### config.mk
export PLATFORM = sky130hd
export DESIGN_NAME = vector_angle_from_origin
export DESIGN_NICKNAME = d
export VERILOG_FILES = /design/src/hdl/vafo_pkg.sv /design/src/hdl/vafo_cell.sv /design/src/hdl/vafo_out.sv /design/src/hdl/vector_angle_from_origin.sv
export VERILOG_INCLUDE_DIRS = /design/src /design/src/hdl
export SDC_FILE = /design/constraint.sdc
export NUM_CORES = 2
export LEC_CHECK = 0
export BUFFER_PORTS_ARGS = -buffer_cell sky130_fd_sc_hd__buf_2
export CORE_UTILIZATION = 42
export CTS_CLUSTER_DIAMETER = 80
export DETAILED_ROUTE_END_ITERATION = 10
export PLACE_DENSITY_LB_ADDON = 0.1
export SYNTH_ARGS = -nofsm -noshare
export SYNTH_HDL_FRONTEND = slang
export SYNTH_SLANG_ARGS = --single-unit
### constraint.sdc
create_clock -name aclk -period 81.3 [get_ports aclk]
set_input_delay 16.26 -clock aclk [delete_from_list [all_inputs] [get_ports aclk]]
set_output_delay 16.26 -clock aclk [all_outputs]
set_load 0.005 [all_outputs]
### src/hdl/vector_angle_from_origin_assert.svh
// Assertion macros shared by the angle block.
// Each macro takes a label and a property body; the clock is aclk and
// checks are held off while aresetn is low.
`ifndef VECTOR_ANGLE_FROM_ORIGIN_ASSERT_SVH
`define VECTOR_ANGLE_FROM_ORIGIN_ASSERT_SVH

`ifndef SYNTHESIS

`define VAFO_ASSERT_IMPL(label, ante, cons) \
    label: assert property (@(posedge aclk) disable iff (!aresetn) (ante) |-> (cons)) \
        else $error("vafo assertion failed");

`define VAFO_ASSERT_NEXT(label, ante, cons) \
    label: assert property (@(posedge aclk) disable iff (!aresetn) (ante) |=> (cons)) \
        else $error("vafo assertion failed");

`else

`define VAFO_ASSERT_IMPL(label, ante, cons)

`define VAFO_ASSERT_NEXT(label, ante, cons)

`endif

`endif

### src/hdl/vafo_pkg.sv
`timescale 1ns / 1ps

package vafo_pkg;

    // Binary angle widths: accumulator holds 2^32 per turn, ports 2^16
    localparam int ANGLE_W = 32;
    localparam int BAM_W   = 16;

    // Accumulator start for vectors folded from the left half plane (pi)
    localparam logic [ANGLE_W-1:0] PI_ANGLE = 32'h8000_0000;

    // atan(2^-i) in accumulator units, one entry per rotation step
    localparam logic [ANGLE_W-1:0] ATAN_TABLE [32] = '{
        32'h20000000, 32'h12E4051E, 32'h09FB385B, 32'h051111D4,
        32'h028B0D43, 32'h0145D7E1, 32'h00A2F61E, 32'h00517C55,
        32'h0028BE53, 32'h00145F2F, 32'h000A2F98, 32'h000517CC,
        32'h00028BE6, 32'h000145F3, 32'h0000A2FA, 32'h0000517D,
        32'h000028BE, 32'h0000145F, 32'h00000A30, 32'h00000518,
        32'h0000028C, 32'h00000146, 32'h000000A3, 32'h00000051,
        32'h00000029, 32'h00000014, 32'h0000000A, 32'h00000005,
        32'h00000003, 32'h00000001, 32'h00000001, 32'h00000000
    };

    // Per-item side data carried alongside the rotation
    typedef struct packed {
        logic [BAM_W-1:0] origin;
        logic             zero;
    } vafo_side_t;

endpackage

### src/hdl/vafo_cell.sv
`timescale 1ns / 1ps

module vafo_cell #(
    parameter int W     = 19,
    parameter int STAGE = 0
) (
    input  logic                                 aclk,
    input  logic                                 aresetn,
    input  logic                                 adv,
    input  logic                                 valid_in,
    input  logic signed [W-1:0]                  x_in,
    input  logic signed [W-1:0]                  y_in,
    input  logic [vafo_pkg::ANGLE_W-1:0]         z_in,
    input  vafo_pkg::vafo_side_t                 side_in,
    output logic                                 valid_out,
    output logic signed [W-1:0]                  x_out,
    output logic signed [W-1:0]                  y_out,
    output logic [vafo_pkg::ANGLE_W-1:0]         z_out,
    output vafo_pkg::vafo_side_t                 side_out
);
    import vafo_pkg::*;

    localparam logic [ANGLE_W-1:0] STEP_ANGLE = ATAN_TABLE[STAGE];

    logic                 valid_reg;
    logic signed [W-1:0]  x_reg, x_next;
    logic signed [W-1:0]  y_reg, y_next;
    logic [ANGLE_W-1:0]   z_reg, z_next;
    vafo_side_t           side_reg;
    logic signed [W-1:0]  x_shift, y_shift;

    // Rotate toward the x axis by one micro-angle, direction set by y sign
    always_comb begin
        x_shift = x_in >>> STAGE;
        y_shift = y_in >>> STAGE;
        if (!y_in[W-1]) begin
            x_next = x_in + y_shift;
            y_next = y_in - x_shift;
            z_next = z_in + STEP_ANGLE;
        end else begin
            x_next = x_in - y_shift;
            y_next = y_in + x_shift;
            z_next = z_in - STEP_ANGLE;
        end
    end

    // Advance valid with the chain
    always_ff @(posedge aclk) begin
        if (!aresetn) begin
            valid_reg <= 1'b0;
        end else if (adv) begin
            valid_reg <= valid_in;
        end
    end

    // Hold payload while the chain is frozen
    always_ff @(posedge aclk) begin
        if (adv) begin
            x_reg    <= x_next;
            y_reg    <= y_next;
            z_reg    <= z_next;
            side_reg <= side_in;
        end
    end

    assign valid_out = valid_reg;
    assign x_out     = x_reg;
    assign y_out     = y_reg;
    assign z_out     = z_reg;
    assign side_out  = side_reg;

endmodule

### src/hdl/vafo_out.sv
`timescale 1ns / 1ps
`include "vector_angle_from_origin_assert.svh"

module vafo_out (
    input  logic                          aclk,
    input  logic                          aresetn,
    input  logic                          valid_in,
    input  logic [vafo_pkg::ANGLE_W-1:0]  z_in,
    input  vafo_pkg::vafo_side_t          side_in,
    output logic                          adv,
    output logic                          m_valid,
    input  logic                          m_ready,
    output logic [vafo_pkg::BAM_W-1:0]    m_angle,
    output logic                          m_zero
);
    import vafo_pkg::*;

    logic              m_valid_reg;
    logic [BAM_W-1:0]  m_angle_reg;
    logic              m_zero_reg;
    logic              skid_valid_reg;
    logic [BAM_W-1:0]  skid_angle_reg;
    logic              skid_zero_reg;
    logic [BAM_W-1:0]  rounded;
    logic [BAM_W-1:0]  angle_calc;
    logic              out_free;

    // Round the accumulator to port units, subtract origin, force zero vectors
    always_comb begin
        rounded = z_in[ANGLE_W-1 -: BAM_W] + {{(BAM_W-1){1'b0}}, z_in[ANGLE_W-BAM_W-1]};
        if (side_in.zero) begin
            angle_calc = '0;
        end else begin
            angle_calc = rounded - side_in.origin;
        end
    end

    assign out_free = !m_valid_reg || m_ready;
    assign adv      = !skid_valid_reg;

    // Output register plus one skid entry
    always_ff @(posedge aclk) begin
        if (!aresetn) begin
            m_valid_reg    <= 1'b0;
            skid_valid_reg <= 1'b0;
        end else if (out_free) begin
            if (skid_valid_reg) begin
                m_valid_reg    <= 1'b1;
                skid_valid_reg <= 1'b0;
            end else begin
                m_valid_reg <= valid_in;
            end
        end else if (valid_in && !skid_valid_reg) begin
            skid_valid_reg <= 1'b1;
        end
    end

    // Move result beats between skid and output register
    always_ff @(posedge aclk) begin
        if (out_free) begin
            if (skid_valid_reg) begin
                m_angle_reg <= skid_angle_reg;
                m_zero_reg  <= skid_zero_reg;
            end else begin
                m_angle_reg <= angle_calc;
                m_zero_reg  <= side_in.zero;
            end
        end else if (!skid_valid_reg) begin
            skid_angle_reg <= angle_calc;
            skid_zero_reg  <= side_in.zero;
        end
    end

    assign m_valid = m_valid_reg;
    assign m_angle = m_angle_reg;
    assign m_zero  = m_zero_reg;

    `VAFO_ASSERT_IMPL(a_skid_behind_out, skid_valid_reg, m_valid_reg)
    `VAFO_ASSERT_IMPL(a_zero_gives_zero, m_valid_reg && m_zero_reg, m_angle_reg == '0)
    `VAFO_ASSERT_IMPL(a_skid_fills_on_stall, $rose(skid_valid_reg), $past(m_valid_reg && !m_ready))
    `VAFO_ASSERT_NEXT(a_stall_keeps_beat, m_valid_reg && !m_ready, m_valid_reg)

endmodule

### src/hdl/vector_angle_from_origin.sv
`timescale 1ns / 1ps

// Vector angle from origin: full-circle angle of a signed 2-D vector.
// Input beat (s_ channel): vec_x, vec_y and origin_angle in s_tdata. Result
// beat (m_ channel): the angle (vector angle minus origin, 65536 = one turn)
// in m_tdata, and in m_tuser a flag that is set for a zero vector, whose
// angle is then 0.
// A fold register folds the vector into the right half plane, one chain
// cell per rotation step follows, and one output register rounds and
// subtracts the origin. One beat is accepted per cycle while the receiver
// keeps up.
// When the receiver stalls, the output register holds its beat and a skid
// entry takes the next finished result; once the skid entry is full the
// chain freezes and s_tready drops until the output drains.
// Reset (aresetn low, synchronous) empties the chain, the skid entry and
// the output register; s_tready is high right after reset.
module vector_angle_from_origin #(
    parameter int COORD_WIDTH = 16,
    parameter int ITERATIONS  = 16
) (
    input  logic        aclk,
    input  logic        aresetn,
    input  logic        s_tvalid,
    output logic        s_tready,
    // [15:0] vec_x, [31:16] vec_y, [47:32] origin_angle
    input  logic [47:0] s_tdata,
    output logic        m_tvalid,
    input  logic        m_tready,
    // [15:0] angle
    output logic [15:0] m_tdata,
    // [0] zero_vector
    output logic        m_tuser
);
    import vafo_pkg::*;

    // Headroom for negation and rotation gain
    localparam int W = COORD_WIDTH + 3;

    logic                   adv;
    logic [COORD_WIDTH+15:0] wide_x, wide_y;
    logic [COORD_WIDTH-1:0] raw_x, raw_y;
    logic signed [W-1:0]    ext_x, ext_y;
    logic                   x_neg;

    logic                   valid_fold_reg;
    logic signed [W-1:0]    x_fold_reg, x_fold_next;
    logic signed [W-1:0]    y_fold_reg, y_fold_next;
    logic [ANGLE_W-1:0]     z_fold_reg, z_fold_next;
    vafo_side_t             side_fold_reg, side_fold_next;

    logic                   valid_chain [ITERATIONS+1];
    logic signed [W-1:0]    x_chain     [ITERATIONS+1];
    logic signed [W-1:0]    y_chain     [ITERATIONS+1];
    logic [ANGLE_W-1:0]     z_chain     [ITERATIONS+1];
    vafo_side_t             side_chain  [ITERATIONS+1];

    assign s_tready = adv;

    // Take the low coordinate bits and sign-extend them
    always_comb begin
        wide_x = {{COORD_WIDTH{1'b0}}, s_tdata[15:0]};
        wide_y = {{COORD_WIDTH{1'b0}}, s_tdata[31:16]};
        raw_x  = wide_x[COORD_WIDTH-1:0];
        raw_y  = wide_y[COORD_WIDTH-1:0];
        ext_x  = {{(W-COORD_WIDTH){raw_x[COORD_WIDTH-1]}}, raw_x};
        ext_y  = {{(W-COORD_WIDTH){raw_y[COORD_WIDTH-1]}}, raw_y};
        x_neg  = raw_x[COORD_WIDTH-1];
    end

    // Fold the left half plane over by pi
    always_comb begin
        if (x_neg) begin
            x_fold_next = -ext_x;
            y_fold_next = -ext_y;
            z_fold_next = PI_ANGLE;
        end else begin
            x_fold_next = ext_x;
            y_fold_next = ext_y;
            z_fold_next = '0;
        end
        side_fold_next.origin = s_tdata[47:32];
        side_fold_next.zero   = (raw_x == '0) && (raw_y == '0);
    end

    always_ff @(posedge aclk) begin
        if (!aresetn) begin
            valid_fold_reg <= 1'b0;
        end else if (adv) begin
            valid_fold_reg <= s_tvalid;
        end
    end

    always_ff @(posedge aclk) begin
        if (adv) begin
            x_fold_reg    <= x_fold_next;
            y_fold_reg    <= y_fold_next;
            z_fold_reg    <= z_fold_next;
            side_fold_reg <= side_fold_next;
        end
    end

    assign valid_chain[0] = valid_fold_reg;
    assign x_chain[0]     = x_fold_reg;
    assign y_chain[0]     = y_fold_reg;
    assign z_chain[0]     = z_fold_reg;
    assign side_chain[0]  = side_fold_reg;

    // One rotation cell per step
    for (genvar g = 0; g < ITERATIONS; g++) begin : g_cell
        vafo_cell #(
            .W     (W),
            .STAGE (g)
        ) u_cell (
            .aclk      (aclk),
            .aresetn   (aresetn),
            .adv       (adv),
            .valid_in  (valid_chain[g]),
            .x_in      (x_chain[g]),
            .y_in      (y_chain[g]),
            .z_in      (z_chain[g]),
            .side_in   (side_chain[g]),
            .valid_out (valid_chain[g+1]),
            .x_out     (x_chain[g+1]),
            .y_out     (y_chain[g+1]),
            .z_out     (z_chain[g+1]),
            .side_out  (side_chain[g+1])
        );
    end

    vafo_out u_out (
        .aclk     (aclk),
        .aresetn  (aresetn),
        .valid_in (valid_chain[ITERATIONS]),
        .z_in     (z_chain[ITERATIONS]),
        .side_in  (side_chain[ITERATIONS]),
        .adv      (adv),
        .m_valid  (m_tvalid),
        .m_ready  (m_tready),
        .m_angle  (m_tdata),
        .m_zero   (m_tuser)
    );

endmodule

==> results.md <==
Setup path:
- Along the worst path, the maximum fanout reaches 73.
- For this run, the slowest stage of the critical path takes 1.00 ns.
- Broken down by cell family, the worst path's largest delay share belongs to flip-flops.
- The signal arrival time at the worst endpoint is ~2.6 ns.
- The minimum setup slack among reg-to-reg paths is around 76 ns.
- The slowest stage of the critical path is the dfxtp_2 cell.
- STA classifies the critical path startpoint as a flop.
- The signal on the critical path passes through inv_8 > buf_2.
- The start-to-end type of the worst setup path is flop to primary output.
- The count of buffer and inverter cells on the critical path is 2.
- Data on the critical path is required at its endpoint by between 60 and 70 ns.
- The kind of end point of the critical path is a primary output.

Final layout:
- In the final layout, the share of cells above drive strength 1 is 0.0480.
- In the final design database the tool counted 9674 nets.
- Registers take a little under 40000 sq um.
- In the final layout, the multi-input gates occupy 47900 sq um.
- The number of flip-flops under the largest register name is 425.
- Leaving out fill and tap cells, the most frequent cell in the layout is edfxtp_1.
- The top cell types in the final layout, fill and taps aside, are 1305 x edfxtp_1, 1019 x ha_1, 774 x a21oi_1.
- The synthesis-to-finish area growth is 9.97%.
- Counting the fill cells in the layout gives ~20000.

Routing:
- The detailed-route vias per instance is around 5.3.
- After detailed routing, the wire length on met1 is 86000 microns.
- Across all layers, the routed design uses 61300 vias.
- The highest layer touched by signal routing is met4.
- The routed wirelength normalized by instance count is about 16 microns.
- The met3 wire length is ~4900 microns.
- In this run the remaining antenna-violating nets after routing total 0.
- After the first detailed-routing iteration, the DRC count stood at around 3000.
- The first TritonRoute pass finished after 5 iterations.
- The met2 layer wire length in the routed design is 93700 microns.
- The count of unresolved DRC violations after routing is 0.
- The final routed wirelength across all metal layers is roughly 190000 microns.

Timing:
- For the pin with the worst max-slew slack, the measured transition is between 1 and 1.5 ns.
- The final count of negative-setup-slack endpoints is 0.
- Hold timing on the final database bottoms out at a slack of about 0.4 ns.
- The total negative slack is 0 ns.
- The worst max-slew margin expressed relative to the limit is 0.192.
- The fraction of the cycle the final worst path needs is 0.232.
- The total count of hold-check failures in the final report is 0.
- Setup repair after global routing left no endpoint under its margin.
- The final max-slew violation count is 0.
- After layout, the minimum clock period comes to 18.85 ns.
- Between clock sinks in the finished design, the worst skew comes to between 0.05 and 0.06 ns.
- The maximum clock frequency is between 50 and 60 MHz.

Synthesis:
- Counting flops with an async set or reset pin after synthesis yields a share of 0.
- Averaged over all synthesized cells, the footprint is 10.6 sq um.
- In this run, synthesis produced a sequential element count of 1324.
- During synthesis, Yosys emitted a total of 0 warnings.
- The post-synthesis cell type count is 84.
- The cell area that synthesis handed to floorplanning was between 80000 and 90000 sq um.
- The number of flops mapped to enable cells by yosys is 1305.
- The sequential cell area fraction in the yosys report is 0.442.
- The most used flip-flop cell after synthesis is edfxtp_1.
- The synthesized instance count is around 8400.

Die:
- The floorplan has roughly 170 rows.
- After floorplanning, the core was sized to cover roughly 210000 sq um.
- From left edge to right edge, the die measures around 460 microns.
- The die extent in y is approximately 460 microns.
- The die covers ~210000 sq um.
- The initial standard-cell utilization of the core is 0.422.
- In this run the count of I/O pins placed on the die edge is 71.

Clock network:
- The TritonCTS clock tree is done.
- The buffer count from post-CTS setup fixing is 0.
- The cts-stage hold buffer count is 0.
- The number of levels the H-tree was split into is 4.
- The cell at the root of the clock tree is clkbuf_16.
- The number of sinks driven by the clock tree is ~1300.
- Gates resized during post-CTS repair numbered 0.
- The number of CTS-inserted buffers is 159.
- The longest clock path from root to sink contains 3 buffers.
- The clock reaches the later pin of the worst-skew pair after ~0.84 ns.
- After clock tree synthesis, the clock-pin slew on the worst setup and hold paths is 0.06 ns.

Global route:
- Entering global routing, the biggest net connects 184 pins.
- Across every metal layer, demand over resource in global routing totals 0.174.
- The number of antenna violations at the first check in global routing is 1.
- The global-route wire length before repair is 310000 microns.
- The via count of the first global-routing pass is 60900.
- The overall overflow remaining after global route is 0.

Placed design:
- The HPWL reported at the end of detailed placement is between 100000 and 150000 microns.
- The final weighted congestion in routability-driven placement is between 0.8 and 0.9.
- The total of buffers placed on input and output ports is 70.

Flow run:
- The total of max-cap violations is 0.

Run status:
- The run finished with clean final reports.

Worst hold path:
- The class of the tightest hold or removal check is flop to flop.
==> final timing paths <==
| kind | to | cells after the start | from |
|---|---|---|---|
| max | s_tready | 2 | u_out.skid_valid_reg |
| min | g_cell[0].u_cell.side_out[1] | 0 | side_chain[273] |
| max reg2reg | g_cell[1].u_cell.y_out[9] | 6 | u_out.skid_valid_reg |
| min reg2reg | g_cell[0].u_cell.side_out[1] | 0 | side_chain[273] |
==> kinds of logic after synthesis <==
logic type | Yosys count | synth area share
AND/OR/NAND/NOR | 2086 | 0.111
multiplexers | 61 | 0.00709
AO/OA/AOI/OAI | 2261 | 0.160
buffers and inverters | 538 | 0.0226
XOR/XNOR | 1075 | 0.105
adder cells (fa/ha/maj) | 1059 | 0.151
flip-flops | 1324 | 0.442
other | 1 | 0.0000419
==> cell type report <==
type,count,share of cell area
clock inverter,90,0.0107
tap,2821,0.0359
timing repair buffer,103,0.00633
clock buffer,189,0.0416
antenna,3,0.0000763
inverter,430,0.0165
sequential,1324,0.402
multi-input combinational,6545,0.487
==> routing by layer <==
| metal | up-vias | GRT usage |
|---|---|---|
| met5 | - | 0 |
| met2 | 721 | 0.311 |
| met4 | 0 | 0.0533 |
| met1 | 28800 | 0.217 |
| li1 | 31500 | - |
| met3 | 300 | 0.0222 |
==> synth_stat cells, types with 32 or more instances <==
cell | count | area (sq um)
a211oi_1 | 66 | 495
nor2b_1 | 147 | 920
edfxtp_1 | 1305 | 39200
fa_1 | 40 | 801
clkbuf_1 | 93 | 349
o211ai_1 | 34 | 255
inv_1 | 428 | 1610
xnor2_1 | 717 | 6280
xor2_1 | 358 | 3140
a31oi_1 | 82 | 513
o21ai_0 | 406 | 2030
nand2b_1 | 130 | 813
o21bai_1 | 110 | 826
nor3_1 | 211 | 1060
ha_1 | 1019 | 12700
nand3_1 | 124 | 621
nand4_1 | 56 | 350
a21o_1 | 324 | 2430
nand2_1 | 416 | 1560
and3_1 | 93 | 582
o31ai_1 | 43 | 323
mux2i_1 | 42 | 420
nor4_1 | 40 | 250
o21a_1 | 99 | 743
or3_1 | 53 | 332
a21boi_0 | 44 | 330
nor2_1 | 698 | 2620
o41ai_1 | 32 | 280
a21oi_1 | 774 | 3870
==> metrics by stage <==
| step | instances | util | area, sq um | setup WS, ns |
|---|---|---|---|---|
| final | 11500 | 0.464 | 98400 | 62.45 |
| after CTS | 11500 | 0.464 | 98400 | 62.35 |
| after floorplan | 8407 | - | 89500 | 39.76 |
| after global routing | 11500 | 0.464 | 98400 | 62.24 |
| after detailed placement | 11200 | 0.440 | 93200 | 62.84 |
| after global placement | 11200 | 0.440 | 93200 | 62.87 |
Power is left out: the tool's default activity adds up to more than one toggle a clock period on the data nets, which glitch-free logic cannot reach.
